==> config.mk <==
export PLATFORM = sky130hd
export DESIGN_NAME = base64_stream_codec
export DESIGN_NICKNAME = d
export VERILOG_FILES = /design/src/rtl/b64_pkg.sv /design/src/rtl/b64_step.sv /design/src/rtl/b64_outq.sv /design/src/rtl/base64_stream_codec.sv
export VERILOG_INCLUDE_DIRS = /design/src /design/src/rtl
export SDC_FILE = /design/constraint.sdc
export NUM_CORES = 1
export LEC_CHECK = 0
export BUFFER_PORTS_ARGS = -buffer_cell sky130_fd_sc_hd__buf_2
export CAP_MARGIN = 5
export CORE_ASPECT_RATIO = 0.9
export CORE_MARGIN = 2
export CORE_UTILIZATION = 25
export DETAILED_ROUTE_END_ITERATION = 8
export PLACE_DENSITY_LB_ADDON = 0.12
export SETUP_SLACK_MARGIN = 0.4
export SLEW_MARGIN = 20
export SYNTH_ARGS = -nofsm -noshare
export SYNTH_HDL_FRONTEND = slang
export SYNTH_SLANG_ARGS = --single-unit
==> constraint.sdc <==
create_clock -name clk -period 8.05 [get_ports clk]
set_input_delay 0 -clock clk [delete_from_list [all_inputs] [get_ports clk]]
set_output_delay 0 -clock clk [all_outputs]
set_load 0.01 [all_outputs]
==> src/rtl/base64_stream_codec_defines.svh <==
// Assertion macros for the codec RTL
`ifndef BASE64_STREAM_CODEC_DEFINES_SVH
`define BASE64_STREAM_CODEC_DEFINES_SVH

// same-cycle implication, disabled in reset
`define B64_ASSERT_NOW(label, clk, rst, ante, cons) \
  label: assert property (@(posedge clk) disable iff (rst) (ante) |-> (cons)) \
    else $error("b64 check failed");

// next-cycle implication, disabled in reset
`define B64_ASSERT_NEXT(label, clk, rst, ante, cons) \
  label: assert property (@(posedge clk) disable iff (rst) (ante) |=> (cons)) \
    else $error("b64 check failed");

`endif

==> src/rtl/b64_pkg.sv <==
// Shared types, constants and alphabet functions for the Base64 codec
`default_nettype none
package b64_pkg;

  localparam logic [12:0] LEN_LIMIT_MAX = 13'd4096;
  localparam logic [12:0] COUNT_SAT     = 13'd8191;
  localparam logic [12:0] MAXLEN_RESET  = 13'd128;
  localparam logic [7:0]  PAD_CHAR      = 8'h3D;

  localparam logic MODE_ENCODE = 1'b0;
  localparam logic MODE_DECODE = 1'b1;

  localparam logic CFG_MODE   = 1'b0;
  localparam logic CFG_MAXLEN = 1'b1;

  localparam logic [1:0] ST_OK        = 2'd0;
  localparam logic [1:0] ST_BAD_CHAR  = 2'd1;
  localparam logic [1:0] ST_AFTER_PAD = 2'd2;
  localparam logic [1:0] ST_TOO_LONG  = 2'd3;

  typedef struct packed {
    logic [7:0] data;
    logic       empty;
    logic       last;
    logic [1:0] status;
  } res_t;

  // results of one item, up to four, first in r[0]
  typedef struct packed {
    res_t [3:0] r;
    logic [2:0] n;
  } batch_t;

  function automatic res_t mk_res(logic [7:0] data, logic empty, logic last,
                                  logic [1:0] status);
    res_t r;
    r.data   = data;
    r.empty  = empty;
    r.last   = last;
    r.status = status;
    return r;
  endfunction

  function automatic logic [7:0] enc_char(logic [5:0] v);
    logic [7:0] c;
    if (v < 6'd26) begin
      c = 8'h41 + {2'b00, v};
    end else if (v < 6'd52) begin
      c = 8'h61 + {2'b00, v} - 8'd26;
    end else if (v < 6'd62) begin
      c = 8'h30 + {2'b00, v} - 8'd52;
    end else if (v == 6'd62) begin
      c = 8'h2B;
    end else begin
      c = 8'h2F;
    end
    return c;
  endfunction

  // {valid, value}; valid low for anything outside the alphabet
  function automatic logic [6:0] dec_char(logic [7:0] c);
    logic [6:0] r;
    if (c >= 8'h41 && c <= 8'h5A) begin
      r = {1'b1, 6'(c - 8'h41)};
    end else if (c >= 8'h61 && c <= 8'h7A) begin
      r = {1'b1, 6'(c - 8'h61 + 8'd26)};
    end else if (c >= 8'h30 && c <= 8'h39) begin
      r = {1'b1, 6'(c - 8'h30 + 8'd52)};
    end else if (c == 8'h2B) begin
      r = {1'b1, 6'd62};
    end else if (c == 8'h2F) begin
      r = {1'b1, 6'd63};
    end else begin
      r = 7'd0;
    end
    return r;
  endfunction

endpackage
`default_nettype wire

==> src/rtl/b64_step.sv <==
// Message state and single-pass encode/decode of one item
`default_nettype none
module b64_step (
  input  wire logic                clk,
  input  wire logic                rst,
  input  wire logic                step,
  input  wire logic                clr,
  input  wire logic                mode,
  input  wire logic [12:0]         max_len,
  input  wire logic [7:0]          item_byte,
  input  wire logic                item_last,
  output b64_pkg::batch_t          batch
);
  import b64_pkg::*;

  logic [11:0] bbuf, bbuf_next;
  logic [3:0]  bcnt, bcnt_next;
  logic [1:0]  phase, phase_next;
  logic        pad, pad_next;
  logic [1:0]  err, err_next;
  logic [12:0] cnt, cnt_next;

  always_comb begin
    logic [12:0] lim;
    logic [12:0] cnt_inc;
    logic [11:0] nb;
    logic [3:0]  tb;
    logic [1:0]  pads;
    logic [6:0]  dv;
    logic [2:0]  n;
    logic        clear;
    batch = '0;
    n = 3'd0;
    clear = 1'b0;
    nb = '0;
    tb = '0;
    pads = '0;
    dv = dec_char(item_byte);
    bbuf_next = bbuf;
    bcnt_next = bcnt;
    phase_next = phase;
    pad_next = pad;
    err_next = err;
    cnt_next = cnt;
    lim = (max_len > LEN_LIMIT_MAX) ? LEN_LIMIT_MAX : max_len;
    cnt_inc = (cnt != COUNT_SAT) ? cnt + 13'd1 : cnt;
    if (err != ST_OK) begin
      if (item_last) begin
        batch.r[0] = mk_res(8'd0, 1'b1, 1'b1, err);
        n = 3'd1;
        clear = 1'b1;
      end
    end else if (cnt_inc > lim) begin
      cnt_next = cnt_inc;
      err_next = ST_TOO_LONG;
      if (item_last) begin
        batch.r[0] = mk_res(8'd0, 1'b1, 1'b1, ST_TOO_LONG);
        n = 3'd1;
        clear = 1'b1;
      end
    end else if (mode == MODE_ENCODE) begin
      cnt_next = cnt_inc;
      nb = {bbuf[3:0], item_byte};
      tb = bcnt + 4'd8;
      for (int k = 0; k < 2; k++) begin
        if (tb >= 4'd6) begin
          tb = tb - 4'd6;
          batch.r[n[1:0]] = mk_res(enc_char(6'(nb >> tb)), 1'b0, 1'b0, ST_OK);
          n = n + 3'd1;
        end
      end
      nb = nb & ~(12'hFFF << tb);
      bbuf_next = nb;
      bcnt_next = tb;
      phase_next = (phase == 2'd2) ? 2'd0 : phase + 2'd1;
      if (item_last) begin
        pads = (phase_next == 2'd1) ? 2'd2 : ((phase_next == 2'd2) ? 2'd1 : 2'd0);
        if (tb != 4'd0) begin
          batch.r[n[1:0]] = mk_res(enc_char(6'(nb << (4'd6 - tb))), 1'b0, 1'b0, ST_OK);
          n = n + 3'd1;
        end
        for (int k = 0; k < 2; k++) begin
          if (2'(k) < pads) begin
            batch.r[n[1:0]] = mk_res(PAD_CHAR, 1'b0, 1'b0, ST_OK);
            n = n + 3'd1;
          end
        end
        batch.r[2'(n - 3'd1)].last = 1'b1;
        clear = 1'b1;
      end
    end else begin
      cnt_next = cnt_inc;
      if (item_byte == PAD_CHAR) begin
        pad_next = 1'b1;
      end else if (!dv[6]) begin
        err_next = ST_BAD_CHAR;
      end else if (pad) begin
        err_next = ST_AFTER_PAD;
      end else begin
        nb = {bbuf[5:0], dv[5:0]};
        tb = bcnt + 4'd6;
        if (tb >= 4'd8) begin
          tb = tb - 4'd8;
          batch.r[0] = mk_res(8'(nb >> tb), 1'b0, 1'b0, ST_OK);
          n = 3'd1;
        end
        bbuf_next = nb & ~(12'hFFF << tb);
        bcnt_next = tb;
      end
      phase_next = phase + 2'd1;
      if (item_last) begin
        clear = 1'b1;
        if (err_next != ST_OK) begin
          batch.r[0] = mk_res(8'd0, 1'b1, 1'b1, err_next);
          n = 3'd1;
        end else if (n != 3'd0) begin
          batch.r[0].last = 1'b1;
        end else begin
          batch.r[0] = mk_res(8'd0, 1'b1, 1'b1, ST_OK);
          n = 3'd1;
        end
      end
    end
    if (clear) begin
      bbuf_next = '0;
      bcnt_next = '0;
      phase_next = '0;
      pad_next = 1'b0;
      err_next = ST_OK;
      cnt_next = '0;
    end
    batch.n = n;
  end

  always_ff @(posedge clk) begin
    if (rst || clr) begin
      bbuf <= '0;
      bcnt <= '0;
      phase <= '0;
      pad <= 1'b0;
      err <= ST_OK;
      cnt <= '0;
    end else if (step) begin
      bbuf <= bbuf_next;
      bcnt <= bcnt_next;
      phase <= phase_next;
      pad <= pad_next;
      err <= err_next;
      cnt <= cnt_next;
    end
  end

endmodule
`default_nettype wire

==> src/rtl/b64_outq.sv <==
// Result register bank: holds one item's results and drains one per cycle while out_ready is high
`default_nettype none
module b64_outq (
  input  wire logic            clk,
  input  wire logic            rst,
  input  wire logic            load,
  input  wire b64_pkg::batch_t batch,
  output logic                 free,
  output logic                 out_valid,
  input  wire logic            out_ready,
  output logic [7:0]           out_byte,
  output logic                 out_empty,
  output logic                 out_last,
  output logic [1:0]           out_status
);
  import b64_pkg::*;
`include "base64_stream_codec_defines.svh"

  res_t [3:0] q;
  logic [1:0] head;
  logic [2:0] count;
  logic       fire;

  assign out_valid  = (count != 3'd0);
  assign fire       = out_valid && out_ready;
  assign free       = (count == 3'd0) || (count == 3'd1 && out_ready);
  assign out_byte   = q[head].data;
  assign out_empty  = q[head].empty;
  assign out_last   = q[head].last;
  assign out_status = q[head].status;

  always_ff @(posedge clk) begin
    if (load) begin
      q <= batch.r;
    end
  end

  always_ff @(posedge clk) begin
    if (rst) begin
      head <= '0;
      count <= '0;
    end else if (load) begin
      head <= '0;
      count <= batch.n;
    end else if (fire) begin
      head <= head + 2'd1;
      count <= count - 3'd1;
    end
  end

  // the message end is always the final entry of a batch
  `B64_ASSERT_NOW(a_last_is_tail, clk, rst, out_valid && out_last, count == 3'd1)
  // empty results only close a message
  `B64_ASSERT_NOW(a_empty_is_last, clk, rst, out_valid && out_empty, out_last)
  `B64_ASSERT_NOW(a_status_on_empty, clk, rst, out_valid && out_status != ST_OK, out_empty)
  `B64_ASSERT_NEXT(a_load_restarts, clk, rst, load && batch.n != 3'd0, head == 2'd0)
  `B64_ASSERT_NOW(a_load_when_free, clk, rst, load, count == 3'd0 || fire)

endmodule
`default_nettype wire

==> src/rtl/base64_stream_codec.sv <==
// Path: an accepted item is held in the input register until the result bank is free, then
// b64_step processes it and its results are registered in the result bank and presented from it.
// Throughput: one item per cycle while out_ready is high and the item yields at most one result;
// otherwise the single-result output port drains the result bank (up to 4 results) one at a time.
// Reset (rst, synchronous, active high): encode mode, length limit 128, message state
// cleared, no results pending. Writing the mode register also clears message state.
`default_nettype none
module base64_stream_codec (
  input  wire logic        clk,
  input  wire logic        rst,
  input  wire logic        in_valid,
  output logic             in_ready,
  input  wire logic [7:0]  in_byte,
  input  wire logic        in_last,
  output logic             out_valid,
  input  wire logic        out_ready,
  output logic [7:0]       out_byte,
  output logic             out_empty,
  output logic             out_last,
  output logic [1:0]       out_status,
  input  wire logic        cfg_valid,
  output logic             cfg_ready,
  input  wire logic        cfg_index,
  input  wire logic [12:0] cfg_data
);
  import b64_pkg::*;

  logic        mode;
  logic [12:0] max_len;
  logic        ir_valid;
  logic [7:0]  ir_byte;
  logic        ir_last;
  logic        step;
  logic        free;
  logic        cfg_fire;
  logic        mode_wr;
  batch_t      batch;

  assign cfg_ready = 1'b1;
  assign cfg_fire  = cfg_valid && cfg_ready;
  assign mode_wr   = cfg_fire && (cfg_index == CFG_MODE);
  assign step      = ir_valid && free;
  assign in_ready  = !ir_valid || free;

  always_ff @(posedge clk) begin
    if (rst) begin
      mode <= MODE_ENCODE;
      max_len <= MAXLEN_RESET;
    end else if (cfg_fire) begin
      case (cfg_index)
        CFG_MODE:   mode <= cfg_data[0];
        CFG_MAXLEN: max_len <= cfg_data;
        default:    ;
      endcase
    end
  end

  always_ff @(posedge clk) begin
    if (rst) begin
      ir_valid <= 1'b0;
    end else if (in_valid && in_ready) begin
      ir_valid <= 1'b1;
    end else if (step) begin
      ir_valid <= 1'b0;
    end
  end

  always_ff @(posedge clk) begin
    if (in_valid && in_ready) begin
      ir_byte <= in_byte;
      ir_last <= in_last;
    end
  end

  b64_step u_step (
    .clk       (clk),
    .rst       (rst),
    .step      (step),
    .clr       (mode_wr),
    .mode      (mode),
    .max_len   (max_len),
    .item_byte (ir_byte),
    .item_last (ir_last),
    .batch     (batch)
  );

  b64_outq u_outq (
    .clk        (clk),
    .rst        (rst),
    .load       (step),
    .batch      (batch),
    .free       (free),
    .out_valid  (out_valid),
    .out_ready  (out_ready),
    .out_byte   (out_byte),
    .out_empty  (out_empty),
    .out_last   (out_last),
    .out_status (out_status)
  );

endmodule
`default_nettype wire
---- Yosys cells after proc, flatten, opt, wreduce, memory -nomap -nowiden ----
Index checks and enable logic that the tools add are counted.
storage, ports and cells
  flip-flop bits (word level) ............. 105
  output and inout bits ................... 15
  input port bits ......................... 28
operators by class
  muxes and demuxes ....................... 176
  shifts and indexed selects .............. 6
  add/sub/neg operators ................... 35
  reductions and logical operators ........ 37
  bitwise operators ....................... 11
  equality and inequality tests ........... 16
  magnitude comparators ................... 33
operator list
  operator             number
  $mux 48              20
  $mux 12              18
  $bwmux 48            3
  $mux 8               18
  $mux 3               41
  $demux 12 s2         5
  $mux 4               24
  $and 28x28->28       2
  $not 28->28          2
  $mux 13              4
  $add 7x6->8 const A  6
  $mux 6               7
  $or 20x20->20        2
  $lt 6x6->1 const B   6
  $mux 7               5
  $mux 2               17
  $bmux 12 s2          1
  $eq 8x6->1 const B   3
  $shr 12x4->6         2
  $sub 8x5->8 const B  3
  $sub 8x6->8 const B  3
  $add 6x6->7 const A  3
  $eq 6x6->1 const B   3
  $lt 2x3->1 const B   6
  other kinds (57)     110

---- Longest topological paths before layout ----
Gate-level depths: netlist of the first run.
  depth after elaboration ................. 48
  gate-level depth with buffers ........... 32
  depth with buffers taken out ............ 23

---- Cells and area by module ----
A second synthesis of the first run with hierarchy kept.
second synthesis, totals
  cell total of the unflattened synthesis .. 1102
  area, all modules ....................... 9210.1 um^2
by module, submodules not included
  module               cells each  sequential area each (um^2)  area each (um^2)  instances
  b64_step             920         540.5                        6188.4            1
  b64_outq             100         1541.5                       2031.9            1
  base64_stream_codec  82          570.5                        989.7             1

---- Worst setup path after synthesis of the first run ----
OpenSTA, ideal clock, no wires.
  kind .................................... register to register
  start point ............................. register u_step.bcnt[1]
  end point ............................... register u_outq.q[22] in the netlist's numbering, data pin
  path slack .............................. 1.926 ns
  path buffers ............................ 8
  stages on the path, launching flop included .. 32
  data arrival time ....................... 5.869 ns
  cell sequence ........................... dfxtp_1 buf_4 buf_2 buf_2 inv_1 ha_1 buf_2 buf_1 clkbuf_1 a21oi_1 nor2_1 ha_1 ha_1 clkbuf_1 nand3b_1 o22ai_1 nor2_1 ha_1 nor3b_1 a221o_1 o21a_1 a221o_1 buf_6 inv_1 ha_1 and2_1 a22oi_2 nand2_1 o21ai_0 a21boi_1 o21ai_0 and3_1
on the way
  longest elaborated chain between the ends .. 45
  elaborated cells on any way between the ends .. 127
RTL lines
  what                                       line                            RTL
  start, declared                            b64_step.sv:17                  logic [3:0] bcnt, bcnt_next;
  start signal, assigned                     b64_step.sv:145                 bcnt <= bcnt_next;
  $add 4x4->4 *                              b64_step.sv:64                  tb = bcnt + 4'd8;
  $sub 4x3->4 or $ge 4x3->1 (tied branches)  b64_step.sv:67, b64_step.sv:66
  $mux 4                                     b64_step.sv:66                  if (tb >= 4'd6) begin
  $mux 4                                     b64_step.sv:61                  end else if (mode == MODE_ENCODE) begin
  $mux 4                                     b64_step.sv:53                  end else if (cnt_inc > lim) begin
  $mux 4                                     b64_step.sv:47                  if (err != ST_OK) begin
  $sub 4x3->4 or $ge 4x3->1 (tied branches)  b64_step.sv:67, b64_step.sv:66
  $mux 4                                     b64_step.sv:66
  [29 not listed]                            --
  $and 28x28->28 (no source line)            --
  $mux 48                                    b64_step.sv:83                  if (2'(k) < pads) begin
  $mux 48                                    b64_step.sv:76                  if (item_last) begin
  $mux 48                                    b64_step.sv:61
  $mux 48                                    b64_step.sv:53
  $mux 48                                    b64_step.sv:47
  $bwmux 48                                  b64_step.sv:88                  batch.r[2'(n - 3'd1)].last = 1'b1;
  $mux 48 *                                  b64_step.sv:76
  end signal, assigned                       b64_outq.sv:34                  q <= batch.r;
  end, declared                              b64_outq.sv:19                  res_t [3:0] q;
Mark *: on every way between the ends. The rest lies on a longest branch, timed or not. The select of a mux whose other input is x is not followed.
A chain may end at the register's enable or synchronous reset.

---- Worst setup path in the final report of the first run ----
Ends and elaborated chain as after synthesis.

==> run summary, run 1 <==
Min-Delay Path Class: input pin to register
Worst-path clk slew: 80 ps
initial antenna violation count: 0
Mapped Cells: 1071
launch point of the worst reg-to-reg path: u_step.bcnt[1]
Setup crit end kind: register
Final setup viols: 0
io pins: 43
PnR worst setup slack: 1464 ps
final non-filler cell area: 9763 µm²
clk buf depth: 2
total of max-cap violations: 0
setup_tns: 0 ps
DR vias/cell: 5.017
Final Hold Viols: 0
syn_area_per_cell: 8.095 µm²
fill count: 3760
internal power: 1386 µW
total global routing track utilization: 0.1531
DRC: 0
Vias: 7842
vias in the first global route: 7624
FF-to-FF End: u_outq.q[22]
EDFF count, synth: 48
cell with the most instances after synthesis: nand2_1
Hold Path Depth: 2
Slew Limit Fails: 0
Pwr per Cell Area: 261.1 nW/µm²
Buffers on Ports: 41
Final Routed Wirelength: 27510 µm
placed cell area: 9244 µm²
postcts setup bufs: 0
Clk Latency, worst-skew pair: 370 ps
status: completed
initial core utilization: 0.2541
sequential share of the synthesized area: 0.2748
Comb power frac: 0.552
Synth async-reset ratio: 0
maximum vdd drop: 0.1153 mV
Primary FF master, synth: edfxtp_1
dominant cell type by area after synthesis: edfxtp_1
dpl hpwl: 20790 µm
Leak Pwr: 0.003671 µW
first-pass detailed-route iteration total: 5
total grt overflow: 0
TritonCTS clock tree: done
Sw Ratio: 0.4561
Cell Rows: 64
CP Max Fanout: 30
post-synthesis cell type count: 90
H-tree depth: 3
largest net degree at the start of global routing: 46
post-synthesis cell area: 8670 µm²
RSZ-0062 raised after global routing: no
flip-flop and latch count after synthesis: 95
top-area cell type share of the netlist area: 0.1663
core area: 34110 µm²
total power: 2549 µW
fraction of layout cells with a size suffix above 1: 0.1072
CTS Sinks: 95
Antenna diodes: 0
Tcrit/Tclk final: 0.8181
Clk pwr share: 0.168
detailed-route wire length per cell: 17.60 µm
Max-slew headroom: 0.4349
first-pass GRT wire length: 43840 µm
Die H: 180.7 µm
Area Overhead vs Synth: 12.61%
root buf cell: clkbuf_16
clock buffer count from CTS: 9
Max Clock Skew: 16.97 ps
Post-layout nets: 1200
DR iter-0 viols: 572
CP startpoint kind: register
worst reg2reg setup slack: 1460 ps
DP Worst Slack: 1606 ps
GPL Wtd Cong: 0.8904
Sw Pwr: 1162 µW
Register-to-Register Path Depth: 22
die span in x: 200.3 µm
Yosys Warn Count: 0
HP Start: rst
maximum clock frequency: 151.8 MHz
Sequential Power Share: 0.280
worst path required time: 8160 ps
main area contributors after synthesis: edfxtp_1 17%, ha_1 11%, dfxtp_1 11%, nand2_1 5.5%, a21oi_1 5.4%
crit path time final: 6586 ps
WS Path Type: register to register
synth cell count leaders: 128 x nand2_1, 102 x nor2_1, 93 x a21oi_1
actual slew at the worst max-slew pin: 842.0 ps
DIE AREA: 36190 µm²
worst path arrival time: 6700 ps
Final ANT Viol Nets: 0
hold endpoint: mode
cells by family after synthesis:
group / count (synthesis) / synth area share
mux: 37 / 0.06307
compound gates: 303 / 0.2308
simple gates: 407 / 0.2277
fa+ha+maj: 76 / 0.1097
xor+xnor: 35 / 0.03536
other cells: 1 / 0.0004325
flops: 95 / 0.2748
buf+inv: 117 / 0.05816
per-layer routing:
metal  global-route usage  routed length, µm  part of all wire  vias up
met4              0.03674                308             0.011        0
met1               0.2187              14030              0.51     3718
li1                     -                  -                 -     3939
met2               0.2442              12330              0.45      163
met3              0.01971                855             0.031       22
met5                    0                  0                 0        -
per-stage QoR:
stage | util | hold WS, ps | instances
6_report | 0.2862 | 48.79 | 1563
4_1_cts | 0.2862 | 34.13 | 1563
3_3_place_gp | 0.2710 | 178.2 | 1523
3_5_place_dp | 0.2710 | 179.0 | 1523
2_1_floorplan | - | 98.87 | 1072
5_1_grt | 0.2862 | 66.30 | 1563
worst max path at each step:
| stage | cells past startpoint | startpoint | slack, ps | endpoint |
|---|---|---|---|---|
| CTS | 22 | u_step.bcnt[1] | 1560 | u_outq.q[22] |
| finish | 22 | u_step.bcnt[1] | 1460 | u_outq.q[22] |
| floorplan | 31 | u_step.bcnt[1] | 1930 | u_outq.q[22] |
| detailed placement | 22 | u_step.bcnt[1] | 1610 | u_outq.q[22] |
| global route | 22 | u_step.bcnt[1] | 930 | u_outq.q[22] |
| global placement | 22 | u_step.bcnt[1] | 1760 | u_outq.q[22] |
power groups by stage:
stage | logic [µW] | registers, µW | clock network [µW]
floorplan | 1070 | 681 | 0
global placement | 1410 | 728 | 0
detailed placement | 1400 | 728 | 0
CTS | 1410 | 717 | 448
global route | 1590 | 729 | 461
finish | 1410 | 713 | 428
cell type report:
class                   count  area, µm²  share of cell area
flip-flops and latches     95       2382              0.2440
clock inverters             6      50.05            0.005126
clock buffers              10      229.0             0.02345
inverters                  54      202.7             0.02076
repair buffers             76      528.0             0.05408
well taps                 462      578.1             0.05921
multi-input cells         860       5793              0.5934
timing repair:
action / CTS / global route
hold buffers: 24 / 0
endpoints found under the hold margin: 24 / 0
setup endpoints to repair: 0 / 0
resized for setup: 0 / 0
state kept, by name, summed over array words and instances, names as in the netlist, 2 cells and up:
signal,flops
ir_byte,8
max_len,13
u_outq.count,3
u_outq.head,2
u_outq.q,39
u_step.bbuf,6
u_step.bcnt,3
u_step.cnt,13
u_step.err,2
u_step.phase,2
cells in the final DEF (no fill, tap or decap), types with 20 or more instances in the layout:
cell	netlist	routed
a21oi_1	93	93
nor2b_1	22	22
nand2_1	128	128
nor3_1	25	25
o21ai_0	60	60
xnor2_1	24	24
dlygate4sd3_1	0	24
nor2_1	102	102
a31oi_1	20	20
inv_1	51	50
nand3_1	29	29
buf_2	12	41
edfxtp_1	48	48
ha_1	76	76
dfxtp_1	47	47
critical path: stages (launching register included):
cell      delay [ps]
dfxtp_1          550
buf_4            400
ha_1             400
xor2_1           470
nand2_1          120
ha_1             310
nand3b_1         190
o22ai_1          450
nor2_1           170
ha_1             270
nor3b_1          150
a221o_1          360
o21a_1           180
a221o_1          470
inv_1            140
ha_1             210
and2_1           180
a22oi_2           90
nand2_1          410
o21ai_0          170
a21boi_1         320
o21ai_0          130
and3_1           200
Power figures use the tool's default switching activity.
==> run 2, diff against run 1 <==
==> constraint.sdc (replaced) <==
create_clock -name clk -period 6.8 [get_ports clk]
set_input_delay 0 -clock clk [delete_from_list [all_inputs] [get_ports clk]]
set_output_delay 0 -clock clk [all_outputs]
set_load 0.01 [all_outputs]
==> run summary, run 2 (synthesized netlist as in run 1, its figures left out) <==
Cell Rows: 64 (unchanged)
Final ANT Viol Nets: 0 (unchanged)
die span in x: 200.3 µm (unchanged)
Worst-path clk slew: 70 ps (about the same)
clock buffer count from CTS: 9 (unchanged)
worst path required time: 6900 ps (-1260 ps)
maximum clock frequency: 170.2 MHz (+12%)
worst reg2reg setup slack: 920 ps (-540 ps)
final non-filler cell area: 9766 µm² (about the same)
detailed-route wire length per cell: 17.53 µm (-0.41%)
Storage cell area: 2382 µm² (unchanged)
largest net degree at the start of global routing: 54 (+17%)
Comb power frac: 0.556 (+0.004)
clk buf depth: 2 (unchanged)
Leak Pwr: 0.003674 µW (about the same)
Clk pwr share: 0.163 (-0.005)
Tcrit/Tclk final: 0.8641 (+0.04600)
Final Util: 0.2863 (about the same)
dpl hpwl: 20750 µm (-0.22%)
fraction of layout cells with a size suffix above 1: 0.1089 (+0.001718)
grt met2 use: 0.2376 (-0.006528)
Antenna diodes: 0 (unchanged)
DIE AREA: 36190 µm² (unchanged)
CP startpoint kind: register
WS Path Type: register to register
maximum vdd drop: 0.1385 mV (+20%)
DR iter-0 viols: 574 (+0.35%)
CP Max Fanout: 41 (+37%)
Hold Path Depth: 2 (unchanged)
fin cells: 1564 (+0.064%)
io pins: 43 (unchanged)
GPL Wtd Cong: 0.9173 (+3.0%)
first-pass GRT wire length: 43260 µm (-1.3%)
Sw Ratio: 0.4565 (+0.0004670)
max reg flops: 39 (unchanged)
Final setup viols: 0 (unchanged)
area taken by multi-input logic gates: 5796 µm² (about the same)
Post-layout nets: 1201 (+0.083%)
root buf cell: clkbuf_16
initial antenna violation count: 0 (unchanged)
status: completed
worst path arrival time: 5970 ps (-730 ps)
FF-to-FF End: u_outq.q[7]
Slew Limit Fails: 0 (unchanged)
first-pass detailed-route iteration total: 5 (unchanged)
Sw Pwr: 1377 µW (+18%)
crit path time final: 5876 ps (-709.9 ps)
total global routing track utilization: 0.1513 (-0.001796)
TritonCTS clock tree: done
internal power: 1640 µW (+18%)
most common cell after layout, fill and taps aside: nand2_1
setup_tns: 0 ps (unchanged)
Max Clock Skew: 16.34 ps (-0.6319 ps)
H-tree depth: 3 (unchanged)
Sequential Power Share: 0.280 (about the same)
fill count: 3729 (-0.82%)
Biggest register: u_outq.q
initial core utilization: 0.2541 (unchanged)
Setup crit end kind: register
Max-slew headroom: 0.4142 (-0.02068)
Clk Latency, worst-skew pair: 370 ps (about the same)
GRT met1 Usage: 0.2155 (-0.003164)
Largest regs: u_outq.q: 39 flops, max_len: 13 flops, u_step.cnt: 13 flops
Buffers on Ports: 41 (unchanged)
RSZ-0062 raised after global routing: no
hold endpoint: mode
Vias: 7898 (+0.71%)
Register-to-Register Path Depth: 22 (unchanged)
Final Hold Viols: 0 (unchanged)
core area: 34110 µm² (unchanged)
postcts setup bufs: 0 (unchanged)
Min-Delay Path Class: input pin to register
CTS Sinks: 95 (unchanged)
launch point of the worst reg-to-reg path: u_step.bcnt[1]
Die H: 180.7 µm (unchanged)
Pwr per Cell Area: 308.9 nW/µm² (+18%)
GR peak layer: met2
total grt overflow: 0 (unchanged)
HP Start: rst
total of max-cap violations: 0 (unchanged)
post-placement cell count: 1524 (+0.066%)
grt met3 use: 0.02080 (+0.001085)
DRC: 0 (unchanged)
Area Overhead vs Synth: 12.64% (about the same)
actual slew at the worst max-slew pin: 877.5 ps (+35.46 ps)
most frequent cells in the layout: 127 x nand2_1, 102 x nor2_1, 93 x a21oi_1
Final Routed Wirelength: 27420 µm (-0.34%)
DR vias/cell: 5.050 (+0.65%)
placed cell area: 9251 µm² (about the same)
vias in the first global route: 7456 (-2.2%)
## run 2: critical path, stage by stage (launching register included)
cell and delay (ps):
dfxtp_1 330, buf_4 390, inv_1 220, ha_1 360
a21oi_1 130, nor2_1 60, ha_1 190, ha_1 290
nor4b_1 260, a31o_1 200, nor2_2 110, or3_1 620
xor2_1 580, ha_1 230, mux2i_1 120, ha_1 220
o21ai_0 150, o21ai_0 160, nand2_1 220, nand2_1 140
a31o_2 230, a211oi_1 240, o22ai_1 130
## run 2: timing repair
action,CTS,global route
setup endpoints to repair,0,5
endpoints found under the hold margin,24,0
hold buffers,24,0
gates resized for setup,0,2
## run 2: worst max-delay path by stage
stage                               from      endpoint  slack [ps]  depth (start not counted)
after floorplan           u_step.bcnt[1]  u_outq.q[22]         680                         31
after global placement    u_step.bcnt[1]  u_outq.q[22]         980                         25
after detailed placement  u_step.bcnt[1]  u_outq.q[22]         930                         25
after CTS                 u_step.bcnt[1]  u_outq.q[22]         900                         25
after global routing      u_step.bcnt[1]  u_outq.q[31]         500                         20
final                     u_step.bcnt[1]   u_outq.q[7]         920                         22
## run 2: power by group through the flow
stage               logic (µW)  registers (µW)  clock network [µW]
detailed placement        1660             862                   0
finish                    1680             846                 493
floorplan                 1260             806                   0
global placement          1680             862                   0
CTS                       1680             849                 516
global route              1890             860                 533
## run 2: area by class of cell
| class | count | share of cell area |
|---|---|---|
| inverter | 54 | 0.02076 |
| clock buffer | 10 | 0.02345 |
| sequential | 95 | 0.2439 |
| tap | 462 | 0.05919 |
| timing repair buffer | 77 | 0.05484 |
| clock inverter | 6 | 0.004356 |
| multi-input combinational | 860 | 0.5935 |
## run 2: per-stage QoR
step / worst slack (ps) / power, µW / hold slack, ps
after global placement: 979.3 / 2543 / 180.5
final: 924.1 / 3017 / 54.56
after global routing: 504.2 / 3284 / 86.09
after detailed placement: 926.2 / 2522 / 178.1
after floorplan: 675.9 / 2067 / 98.87
after CTS: 895.9 / 3046 / 51.21
## run 2: layer usage
metal,part of all wire,vias up
li1,-,3947
met1,0.51,3725
met2,0.44,193
met3,0.035,33
met4,0.020,0
met5,0,-
==> run 3, diff against run 2 <==
--- a/config.mk
+++ b/config.mk
@@ -6,6 +6,7 @@
 export SDC_FILE = /design/constraint.sdc
 export NUM_CORES = 1
 export LEC_CHECK = 0
+export ABC_AREA = 1
 export BUFFER_PORTS_ARGS = -buffer_cell sky130_fd_sc_hd__buf_2
 export CAP_MARGIN = 5
 export CORE_ASPECT_RATIO = 0.9
==> run summary, run 3 <==
Largest regs: u_outq.q: 39 flops, max_len: 13 flops, u_step.cnt: 13 flops
most frequent cells in the layout: 325 x nand2_1, 145 x inv_1, 118 x nand3_1
core area: 33950 µm² (-0.47%)
initial antenna violation count: 0 (unchanged)
cell with the most instances after synthesis: nand2_1
Final ANT Viol Nets: 0 (unchanged)
maximum clock frequency: 183.6 MHz (+7.9%)
synth cell count leaders: 325 x nand2_1, 145 x inv_1, 118 x nand3_1
Worst-path clk slew: 80 ps (about the same)
Yosys Warn Count: 0 (unchanged)
dominant cell type by area after synthesis: edfxtp_1
max reg flops: 39 (unchanged)
setup_tns: 0 ps (unchanged)
fraction of layout cells with a size suffix above 1: 0.08160 (-0.02729)
Synth async-reset ratio: 0 (unchanged)
largest net degree at the start of global routing: 40 (-26%)
post-CTS sizing: 0 (unchanged)
Setup crit end kind: register
total power: 4941 µW (+64%)
Sw Pwr: 2752 µW (+100%)
GPL Wtd Cong: 0.8526 (-7.1%)
placed cell area: 9255 µm² (about the same)
Area Overhead vs Synth: 14.43%
Sw Ratio: 0.5570 (+0.1005)
Final Util: 0.2897 (+0.003377)
Clk Latency, worst-skew pair: 360 ps (about the same)
CP Max Fanout: 15 (-63%)
Primary FF master, synth: edfxtp_1
Final Routed Wirelength: 28430 µm (+3.7%)
detailed-route wire length per cell: 15.71 µm (-10%)
die span in x: 199.4 µm (-0.43%)
Antenna diodes: 0 (unchanged)
Min-Delay Path Class: input pin to register
total global routing track utilization: 0.1618 (+0.01050)
root buf cell: clkbuf_16
post-synthesis cell type count: 47 (-48%)
clock buffer count from CTS: 9 (unchanged)
first-pass detailed-route iteration total: 5 (unchanged)
initial core utilization: 0.2531 (-0.001012)
launch point of the worst reg-to-reg path: u_step.bcnt[1]
Buffers on Ports: 41 (unchanged)
Final Hold Viols: 0 (unchanged)
CP startpoint kind: register
Vias: 8472 (+7.3%)
DIE AREA: 35880 µm² (-0.85%)
total grt overflow: 0 (unchanged)
Biggest register: u_outq.q
Max-slew headroom: 0.3728 (-0.04136)
EDFF count, synth: 48 (unchanged)
crit path time final: 5446 ps (-430.2 ps)
Post-layout nets: 1447 (+20%)
Tcrit/Tclk final: 0.8008 (-0.06327)
DR vias/cell: 4.681 (-7.3%)
TritonCTS clock tree: done
sequential share of the synthesized area: 0.2772 (+0.002400)
final non-filler cell area: 9834 µm² (+0.70%)
H-tree depth: 3 (unchanged)
syn_area_per_cell: 6.632 µm² (-18%)
worst path required time: 6900 ps (about the same)
worst path arrival time: 5540 ps (-430 ps)
WS Path Type: register to register
io pins: 43 (unchanged)
total of max-cap violations: 0 (unchanged)
DRC: 0 (unchanged)
RSZ-0062 raised after global routing: no
CTS Sinks: 95 (unchanged)
Leak Pwr: 0.004419 µW (+20%)
Clk pwr share: 0.113 (-0.050)
Max Clock Skew: 13.52 ps (-2.816 ps)
top-area cell type share of the netlist area: 0.1677 (+0.001452)
actual slew at the worst max-slew pin: 934.0 ps (+56.54 ps)
main area contributors after synthesis: edfxtp_1 17%, nand2_1 14%, ha_1 11%, dfxtp_1 11%, nand3_1 6.9%
status: completed
post-synthesis cell area: 8594 µm² (-0.87%)
Die H: 179.9 µm (-0.42%)
maximum vdd drop: 0.1660 mV (+20%)
Cell Rows: 64 (unchanged)
dpl hpwl: 22270 µm (+7.3%)
first-pass GRT wire length: 45680 µm (+5.6%)
clk buf depth: 2 (unchanged)
Sequential Power Share: 0.184 (-0.096)
Final setup viols: 0 (unchanged)
critical path launch point: u_step.bcnt[1]
DR iter-0 viols: 488 (-15%)
Pwr per Cell Area: 502.4 nW/µm² (+63%)
vias in the first global route: 8226 (+10%)
most common cell after layout, fill and taps aside: nand2_1
Slew Limit Fails: 0 (unchanged)
HP Start: cfg_index
flip-flop and latch count after synthesis: 95 (unchanged)
Mapped Cells: 1296 (+21%)
Comb power frac: 0.703 (+0.147)
internal power: 2189 µW (+33%)
## run 3: changes by cell type after synthesis, sizes merged, moves of 14 or more
cell    delta
a31oi     -17
xnor2     -17
nand2b    -14
nand2    +212
nor3      -16
clkbuf    -17
inv      +103
nor2b     -22
mux2i     -16
o21ai     +64
nand3     +93
nor2      +21
## run 3: final cells by class
cell class	instances	area, µm²
sequential	95	2382
multi-input combinational	1005	5453
tap	462	578.1
clock inverter	5	62.56
clock buffer	11	254.0
inverter	161	609.3
timing repair buffer	71	495.5
fill	3872	24120
## run 3: repair_timing
| item | in CTS | in global routing |
|---|---|---|
| setup buffers | 0 | 0 |
| hold buffers | 26 | 0 |
| hold endpoints to repair | 26 | 0 |
## run 3: cell families (layout without fill, tap and decap cells)
kind of cell | after synthesis | after routing | share of synthesized area
fa+ha+maj | 76 | 76 | 0.1106
simple gates | 623 | 623 | 0.3179
other cells | 1 | 2 | 0.0004363
flops | 95 | 95 | 0.2772
xor+xnor | 26 | 26 | 0.02868
buf+inv | 197 | 248 | 0.08909
compound gates | 278 | 278 | 0.1760
## run 3: worst max-delay path, cell delays in order (launching register included)
cell and delay (ps):
dfxtp_1 310, inv_1 340, ha_1 320, inv_1 330, nand2_1 100, nand2_1 120
inv_1 50, ha_1 490, clkinv_1 320, nand2_1 160, nand2_2 90, ha_1 410
nand2_1 160, o31ai_1 90, nand2_1 210, inv_1 150, ha_1 190, inv_1 60
nor2_1 370, inv_1 190, o21ai_0 120, nand2_1 60, o21ai_0 250, nand2_1 110
nand3_1 110, a21oi_1 60
## run 3: path summary, 6_finish.rpt
path | endpoint | slack (ps) | cells after the start
max | u_outq.q[10] | 1350 | 25
min | mode | 80 | 4
max reg2reg | u_outq.q[10] | 1350 | 25
min reg2reg | u_step.err[1] | 490 | 2
## run 3: through the flow
step	worst slack [ps]	cells	hold WS, ps
2_1_floorplan	2367	1297	69.07
4_1_cts	1430	1810	60.47
6_report	1354	1810	82.55
3_3_place_gp	1639	1768	177.4
3_5_place_dp	1448	1768	178.1
5_1_grt	755.4	1810	96.59
## run 3: per-layer routing
metal / part of all wire / up-vias / track usage
met5: 0 / - / 0
met4: 0.014 / 0 / 0.03467
met3: 0.036 / 23 / 0.02364
met2: 0.42 / 168 / 0.2386
met1: 0.53 / 3872 / 0.2463
li1: - / 4409 / -
## run 3: power by group through the flow
| stage | clock network (µW) | logic (µW) | registers [µW] |
|---|---|---|---|
| floorplan | 0 | 2550 | 873 |
| global placement | 0 | 3480 | 924 |
| detailed placement | 0 | 3450 | 922 |
| CTS | 577 | 3470 | 910 |
| global route | 604 | 3970 | 925 |
| finish | 557 | 3480 | 909 |
